**config.mk**
```make
export PLATFORM = sky130hd
export DESIGN_NAME = hv_charger_negotiation_fsm
export DESIGN_NICKNAME = d
export VERILOG_FILES = /design/src/sv/hvcn_pkg.sv /design/src/sv/hv_charger_negotiation_fsm.sv
export VERILOG_INCLUDE_DIRS = /design/src /design/src/sv
export SDC_FILE = /design/constraint.sdc
export NUM_CORES = 1
export LEC_CHECK = 0
export BUFFER_PORTS_ARGS = -buffer_cell sky130_fd_sc_hd__buf_4
export CAP_MARGIN = 10
export CORE_MARGIN = 2
export CORE_UTILIZATION = 30
export CTS_BUF_LIST = sky130_fd_sc_hd__clkbuf_4 sky130_fd_sc_hd__clkbuf_8
export DETAILED_ROUTE_END_ITERATION = 16
export GPL_TIMING_DRIVEN = 1
export SETUP_SLACK_MARGIN = 0.4
export SYNTH_ARGS = -nofsm -noshare
export SYNTH_HDL_FRONTEND = slang
export SYNTH_SLANG_ARGS = --single-unit
```
**constraint.sdc**
```tcl
create_clock -name clock -period 2.33 [get_ports clock]
set_clock_uncertainty 0.15 [all_clocks]
set_input_delay 0.3495 -clock clock [delete_from_list [all_inputs] [get_ports clock]]
set_output_delay 0.3495 -clock clock [all_outputs]
set_load 0.1 [all_outputs]
```
**src/sv/hv_charger_negotiation_fsm_macros.svh**
```systemverilog
// Assertion macros for the high-voltage charger negotiation controller.
// Needs nothing else; the asserting module includes this by bare file name.
`ifndef HV_CHARGER_NEGOTIATION_FSM_MACROS_SVH
`define HV_CHARGER_NEGOTIATION_FSM_MACROS_SVH

`ifndef SYNTHESIS
// Clocked property that is switched off while reset is high.
`define HVCN_ASSERT_RST(label, clk, rst, prop) \
   label: assert property (@(posedge clk) disable iff (rst) prop) \
      else $error("hvcn assertion failed");
// Clocked property that is checked also during reset.
`define HVCN_ASSERT_ALWAYS(label, clk, prop) \
   label: assert property (@(posedge clk) prop) \
      else $error("hvcn assertion failed");
`else
`define HVCN_ASSERT_RST(label, clk, rst, prop)
`define HVCN_ASSERT_ALWAYS(label, clk, prop)
`endif

`endif

```
**src/sv/hvcn_pkg.sv**
```systemverilog
// Types, codes and reset constants for the high-voltage charger negotiation controller.
// Self-contained; used by hv_charger_negotiation_fsm.
package hvcn_pkg;

   // Status sample carried by one input transfer
   typedef struct packed {
      logic        adapter_detected;
      logic [14:0] bus_voltage_mv;
      logic        current_limited;
   } req_type;

   // One result per tick
   typedef struct packed {
      logic [2:0] action;
      logic [4:0] burst_length;
      logic [4:0] pulse_total;
      logic [3:0] phase;
   } rsp_type;

   // Action codes
   localparam logic [2:0] ACT_NONE      = 3'd0;
   localparam logic [2:0] ACT_PREPARE   = 3'd1;
   localparam logic [2:0] ACT_BURST     = 3'd2;
   localparam logic [2:0] ACT_CONFIRMED = 3'd3;
   localparam logic [2:0] ACT_RERUN     = 3'd4;
   localparam logic [2:0] ACT_DP        = 3'd5;
   localparam logic [2:0] ACT_DM        = 3'd6;

   // Configuration register indexes
   localparam logic [1:0] CSR_CONFIRM_THRESHOLD = 2'd0;
   localparam logic [1:0] CSR_MAX_PULSE_STEPS   = 2'd1;
   localparam logic [1:0] CSR_AUTH_PULSE_COUNT  = 2'd2;

   // Register reset values
   localparam logic [14:0] CONFIRM_THRESHOLD_RST = 15'd6000;
   localparam logic [4:0]  MAX_PULSE_STEPS_RST   = 5'd20;
   localparam logic [4:0]  AUTH_PULSE_COUNT_RST  = 5'd6;

   // Controller states, one-hot
   typedef enum logic [9:0] {
      PH_IDLE    = 10'b00_0000_0001,
      PH_PREPARE = 10'b00_0000_0010,
      PH_AUTH    = 10'b00_0000_0100,
      PH_CONFIRM = 10'b00_0000_1000,
      PH_INITVOL = 10'b00_0001_0000,
      PH_RERUN   = 10'b00_0010_0000,
      PH_NOTLIM  = 10'b00_0100_0000,
      PH_DP      = 10'b00_1000_0000,
      PH_LIMITED = 10'b01_0000_0000,
      PH_DM      = 10'b10_0000_0000
   } phase_type;

   // Sequence number of a state as reported on the result channel
   function automatic logic [3:0] phase_code(input phase_type ph);
      logic [3:0] code;
      case (ph)
         PH_IDLE:    code = 4'd0;
         PH_PREPARE: code = 4'd1;
         PH_AUTH:    code = 4'd2;
         PH_CONFIRM: code = 4'd3;
         PH_INITVOL: code = 4'd4;
         PH_RERUN:   code = 4'd5;
         PH_NOTLIM:  code = 4'd6;
         PH_DP:      code = 4'd7;
         PH_LIMITED: code = 4'd8;
         PH_DM:      code = 4'd9;
         default:    code = 4'd0;
      endcase
      return code;
   endfunction

endpackage

```
**src/sv/hv_charger_negotiation_fsm.sv**
```systemverilog
// Top level of the high-voltage charger negotiation controller.
// Depends on hvcn_pkg and hv_charger_negotiation_fsm_macros.svh.
// The result of a tick is registered and is on rsp_* in the cycle after its transfer.
// Throughput: one tick per cycle while rsp_ready is high, set by a single pass of compare and counter logic.
// Reset (synchronous, active high): state idle, pulse counter 0, registers at
// their defaults, no result pending.
`include "hv_charger_negotiation_fsm_macros.svh"

module hv_charger_negotiation_fsm
   import hvcn_pkg::*;
(
   input  logic        clock,
   input  logic        reset,
   // status ticks
   input  logic        req_valid,
   output logic        req_ready,
   input  req_type     req_data,
   // results
   output logic        rsp_valid,
   input  logic        rsp_ready,
   output rsp_type     rsp_data,
   // configuration writes
   input  logic        csr_valid,
   output logic        csr_ready,
   input  logic [1:0]  csr_index,
   input  logic [14:0] csr_data
);

   // Configuration registers
   logic [14:0] confirm_threshold_ff;
   logic [4:0]  max_pulse_steps_ff;
   logic [4:0]  auth_pulse_count_ff;

   // Controller state
   phase_type   phase_ff, phase_in;
   logic [4:0]  pulse_ff, pulse_in;

   // Result register
   logic        rsp_valid_ff;
   rsp_type     rsp_data_ff, rsp_data_in;

   logic        req_fire;
   logic [2:0]  action;
   logic [4:0]  burst;

   // Configuration writes are always taken
   assign csr_ready = 1'b1;

   // Accept a new tick whenever the result register is empty or being drained
   assign req_ready = !rsp_valid_ff || rsp_ready;
   assign req_fire  = req_valid && req_ready;

   assign rsp_valid = rsp_valid_ff;
   assign rsp_data  = rsp_data_ff;

   // Next state, counter and action for the tick on the input
   always_comb begin
      phase_in = PH_IDLE;
      pulse_in = pulse_ff;
      action   = ACT_NONE;
      burst    = '0;
      if (!req_data.adapter_detected) begin
         // adapter gone: drop back to idle whatever the state
         pulse_in = '0;
      end else begin
         case (phase_ff)
            PH_IDLE: begin
               pulse_in = '0;
               phase_in = PH_PREPARE;
            end
            PH_PREPARE: begin
               action   = ACT_PREPARE;
               phase_in = PH_AUTH;
            end
            PH_AUTH: begin
               action   = ACT_BURST;
               burst    = auth_pulse_count_ff;
               pulse_in = auth_pulse_count_ff;
               phase_in = PH_CONFIRM;
            end
            PH_CONFIRM: begin
               if (req_data.bus_voltage_mv >= confirm_threshold_ff) begin
                  action   = ACT_CONFIRMED;
                  phase_in = PH_INITVOL;
               end else begin
                  // authentication not confirmed: start over
                  pulse_in = '0;
               end
            end
            PH_INITVOL: begin
               phase_in = PH_RERUN;
            end
            PH_RERUN: begin
               action   = ACT_RERUN;
               phase_in = req_data.current_limited ? PH_LIMITED : PH_NOTLIM;
            end
            PH_NOTLIM: begin
               phase_in = req_data.current_limited ? PH_LIMITED : PH_DM;
            end
            PH_DP: begin
               // raise one step unless already at the ceiling
               if (pulse_ff < max_pulse_steps_ff) begin
                  action   = ACT_DP;
                  pulse_in = pulse_ff + 5'd1;
               end
               phase_in = req_data.current_limited ? PH_DP : PH_RERUN;
            end
            PH_LIMITED: begin
               phase_in = req_data.current_limited ? PH_DP : PH_RERUN;
            end
            PH_DM: begin
               // lower one step unless already at zero
               if (pulse_ff != 5'd0) begin
                  action   = ACT_DM;
                  pulse_in = pulse_ff - 5'd1;
               end
               phase_in = req_data.current_limited ? PH_LIMITED : PH_RERUN;
            end
            default: begin
               pulse_in = '0;
            end
         endcase
      end

      rsp_data_in.action       = action;
      rsp_data_in.burst_length = burst;
      rsp_data_in.pulse_total  = pulse_in;
      rsp_data_in.phase        = phase_code(phase_in);
   end

   // Configuration registers
   always_ff @(posedge clock) begin
      if (reset) begin
         confirm_threshold_ff <= CONFIRM_THRESHOLD_RST;
         max_pulse_steps_ff   <= MAX_PULSE_STEPS_RST;
         auth_pulse_count_ff  <= AUTH_PULSE_COUNT_RST;
      end else if (csr_valid && csr_ready) begin
         case (csr_index)
            CSR_CONFIRM_THRESHOLD: confirm_threshold_ff <= csr_data;
            CSR_MAX_PULSE_STEPS:   max_pulse_steps_ff   <= csr_data[4:0];
            CSR_AUTH_PULSE_COUNT:  auth_pulse_count_ff  <= csr_data[4:0];
            default: ;
         endcase
      end
   end

   // Controller state advances once per transfer
   always_ff @(posedge clock) begin
      if (reset) begin
         phase_ff <= PH_IDLE;
         pulse_ff <= '0;
      end else if (req_fire) begin
         phase_ff <= phase_in;
         pulse_ff <= pulse_in;
      end
   end

   // Result register: load on transfer in, clear on transfer out
   always_ff @(posedge clock) begin
      if (reset) begin
         rsp_valid_ff <= 1'b0;
      end else if (req_fire) begin
         rsp_valid_ff <= 1'b1;
      end else if (rsp_ready) begin
         rsp_valid_ff <= 1'b0;
      end
   end

   always_ff @(posedge clock) begin
      if (req_fire) begin
         rsp_data_ff <= rsp_data_in;
      end
   end

   // The reported phase follows the state register after every transfer
   `HVCN_ASSERT_RST(a_phase_matches, clock, reset,
      req_fire |=> rsp_data_ff.phase == phase_code(phase_ff))
   // The pulse counter reported is the one held for the next tick
   `HVCN_ASSERT_RST(a_pulse_matches, clock, reset,
      req_fire |=> rsp_data_ff.pulse_total == pulse_ff)
   // Losing the adapter clears the counter and returns to idle
   `HVCN_ASSERT_RST(a_adapter_lost, clock, reset,
      req_fire && !req_data.adapter_detected |=> pulse_ff == 5'd0 && phase_ff == PH_IDLE)
   // A D+ step never takes the counter past the ceiling
   `HVCN_ASSERT_RST(a_dp_bound, clock, reset,
      req_fire && action == ACT_DP |-> pulse_in <= max_pulse_steps_ff)
   // A pending result that is not taken blocks new ticks
   `HVCN_ASSERT_ALWAYS(a_backpressure, clock,
      rsp_valid_ff && !rsp_ready |-> !req_ready)

endmodule

```
==> qor.yml <==
status:
  status: "finished, violations left"
  violations: "setup timing"
die:
  ios: 59
  core_area_mm2: 0.01142
  start_util_pct: 30.70
  die_x_um: 112.1
  dieArea_mm2: 0.01257
  dieHeight_um: 112.1
  row_count: 39
setup_path:
  worstSetupPathType: "flip-flop to flip-flop"
  start_kind: "flip-flop"
  worst_ep_arrival_time_ns: 2.38
  cp.required_ns: 2.27
  cp_max_fo: 3
  end_kind: "flip-flop"
yosys:
  netlist_area_mm2: 0.003506
  avgSynthCellArea_um2: 8.347
  yosysSeqAreaShare_pct: 37.97
  synthFlopType: "dfxtp_1"
  synth_cell_types: 65
  syn_nets: 480
  syn_inst: 420
  synth_edf_count: 17
  yosysWarnings: 0
  ys_ff_latch: 58
  async_reset_ff_share_pct: 0
clocking:
  cts_tree: "built"
  clock_sinks: 58
  clock_latency_ns: 0.36
  clk_path_buf_depth: 2
  htree_levels: 3
  cts-root-buf: "clkbuf_8"
  cts.clk_slew.worst_paths_ns: 0.07
  numCtsBuffers: 9
placed_design:
  dp_cells: 642
  placed_cell_area_mm2: 0.004439
  dp_hpwl_um: 7317
  portBuffers: 57
  dp_slack_ns: -0.1873
  gp_congestion: 0.8665
global_routing:
  grt_start_max_net_pins: 42
  grt_usage_pct: 16.50
  grt_overflow: 0
  antenna_found_initial: 0
  grt_pass1_vias: 3402
  grt_pass1_wl_um: 16680
sta:
  finalCritPeriodShare_pct: 104.4
  rsz0062_at_grt: "true"
  slew_violations: 0
  postLayoutSetupSlackWorst_ns: -0.1034
  worst_slew_pin_slew_ns: 0.4895
  period_needed_ns: 2.433
  clock.fmax_mhz: 410.9
  setup_violations: 11
  hold_viol_final: 0
  maxSlewHeadroom_pct: 67.02
  holdWs_ns: 0.03630
  finalSetupTns_ns: -0.5724
power_and_ir_drop:
  p_switching_mw: 0.7538
  p_int_mw: 1.879
  p_clk_share_pct: 40.6
  ir_drop_uv: 238.1
  p_total_mw: 2.633
  sequentialPowerShare_pct: 41.4
  p_leak_nw: 2.135
  combPwrFrac_pct: 18.0
  swShare_pct: 28.63
  powerDensity_mw_per_mm2: 517.9
route:
  finalWirelength_um: 10340
  first_pass_iters: 5
  vias_per_cell: 5.173
  final_antenna_net_count: 0
  vias: 3461
  wl_per_cell_um: 15.45
  drt_iter0_drc: 178
  drc: 0
finish:
  fin_util_pct: 44.52
  layout.nets: 581
  antenna_cells: 0
  area_growth_pct: 45.00
  fin_cells: 669
  drive_gt1_share_pct: 39.16
  finish.instance_area_mm2: 0.005084
worst_hold_path:
  min_path_type: "primary input to flip-flop"
run:
  max_cap_viol_count: 0
-- sequential cells by signal (all words and copies together) (netlist names) --
register              count
max_pulse_steps_ff        5
rsp_valid                 1
phase_ff                 10
confirm_threshold_ff     15
pulse_ff                  5
rsp_data                 17
auth_pulse_count_ff       5
-- layout by cell type, fill, tap and decap left out, types with 5 or more instances in the layout --
cell type / n
buf_4: 106
clkbuf_8: 10
nor2_1: 38
o21ai_0: 11
inv_1: 25
a21o_1: 5
a21oi_2: 7
buf_6: 11
nand4_1: 5
a211o_1: 10
o21ai_1: 5
nand3b_1: 6
a21oi_1: 31
dfxtp_2: 7
nand3_1: 12
and3_1: 6
ha_4: 5
nand2_1: 42
dfxtp_1: 33
nand2b_1: 5
nor3_1: 7
ha_1: 15
edfxtp_1: 17
mux2i_1: 5
-- routing by layer --
metal | vias up | global-route usage [%] | routed length, µm
met3 | 25 | 3.186 | 659
met4 | 0 | 7.073 | 255
li1 | 1713 | - | -
met2 | 126 | 26.06 | 4807
met5 | - | 0 | 0
met1 | 1597 | 22.10 | 4612
-- final timing paths --
kind,from,end,slack (ns),cells after the start
setup / recovery,phase_ff[0],rsp_data[3],-0.10,10
hold / removal,csr_data[6],confirm_threshold_ff[6],0.04,2
setup reg to reg,phase_ff[0],rsp_data[3],-0.10,10
hold reg to reg,confirm_threshold_ff[13],confirm_threshold_ff[13],0.31,2
-- what timing repair did --
item,in CTS,in global routing
hold buffers,0,0
pin swaps,16,14
buffers inserted,6,5
resized for setup,43,33
cloned,0,0
setup endpoints to repair,24,31
-- power by group through the flow --
| stage | Clock [mW] | Sequential [mW] | Combinational [mW] |
|---|---|---|---|
| finish | 1.07 | 1.09 | 0.474 |
| global route | 1.15 | 1.09 | 0.509 |
| CTS | 1.10 | 1.09 | 0.457 |
| detailed placement | 0 | 1.11 | 0.428 |
| global placement | 0 | 1.11 | 0.421 |
| floorplan | 0 | 1.22 | 0.171 |
-- synthesized netlist by cell type, types with 3 or more instances --
master,instances,area [µm²]
nand3_1,12,60.06
nand4_1,5,31.28
nand3b_1,6,45.04
nand2_1,46,172.7
inv_1,27,101.4
o211ai_1,3,22.52
a221oi_1,3,26.28
a31oi_1,3,18.77
xor2_1,3,26.28
clkbuf_1,21,78.83
a21oi_1,38,190.2
xnor2_1,4,35.03
nor2_1,41,153.9
nand2b_1,8,50.05
buf_2,4,20.02
dfxtp_1,41,820.8
ha_1,21,262.8
and4b_1,3,30.03
mux2i_1,5,50.05
a21o_1,5,37.54
edfxtp_1,17,510.5
o21ai_0,20,100.1
nor2b_1,4,25.02
or3_1,3,18.77
nor3_1,11,55.05
and3_1,9,56.30
a211o_1,10,87.58
-- kinds of logic (layout without fill, tap and decap cells) --
family | Yosys count | count (layout) | share of synthesized area (%)
flip-flops | 58 | 58 | 37.97
AO/OA/AOI/OAI | 108 | 108 | 20.45
multiplexers | 6 | 6 | 1.749
XOR/XNOR | 7 | 7 | 1.749
buffers and inverters | 54 | 160 | 6.032
AND/OR/NAND/NOR | 165 | 165 | 24.45
adder cells (fa/ha/maj) | 21 | 21 | 7.495
other | 1 | 1 | 0.1070
-- worst max-delay path, stage by stage (launching register included) --
cell and delay (ns):
dfxtp_2 0.32, or4_4 0.54, buf_4 0.16, nor3b_4 0.21
buf_4 0.15, buf_6 0.09, a21oi_1 0.06, o22ai_1 0.18
nand2_1 0.13, nand2_2 0.12, nor3_4 0.05
-- cell type report --
cell class | count | area [µm²]
Timing Repair Buffer | 117 | 919.6
Clock inverter | 6 | 86.33
Sequential cell | 58 | 1344
Fill cell | 1121 | 6335
Clock buffer | 10 | 137.6
Inverter | 27 | 103.9
Tap cell | 143 | 178.9
Multi-Input combinational cell | 308 | 2313
Note: power is estimated with default switching activity, not from simulation.
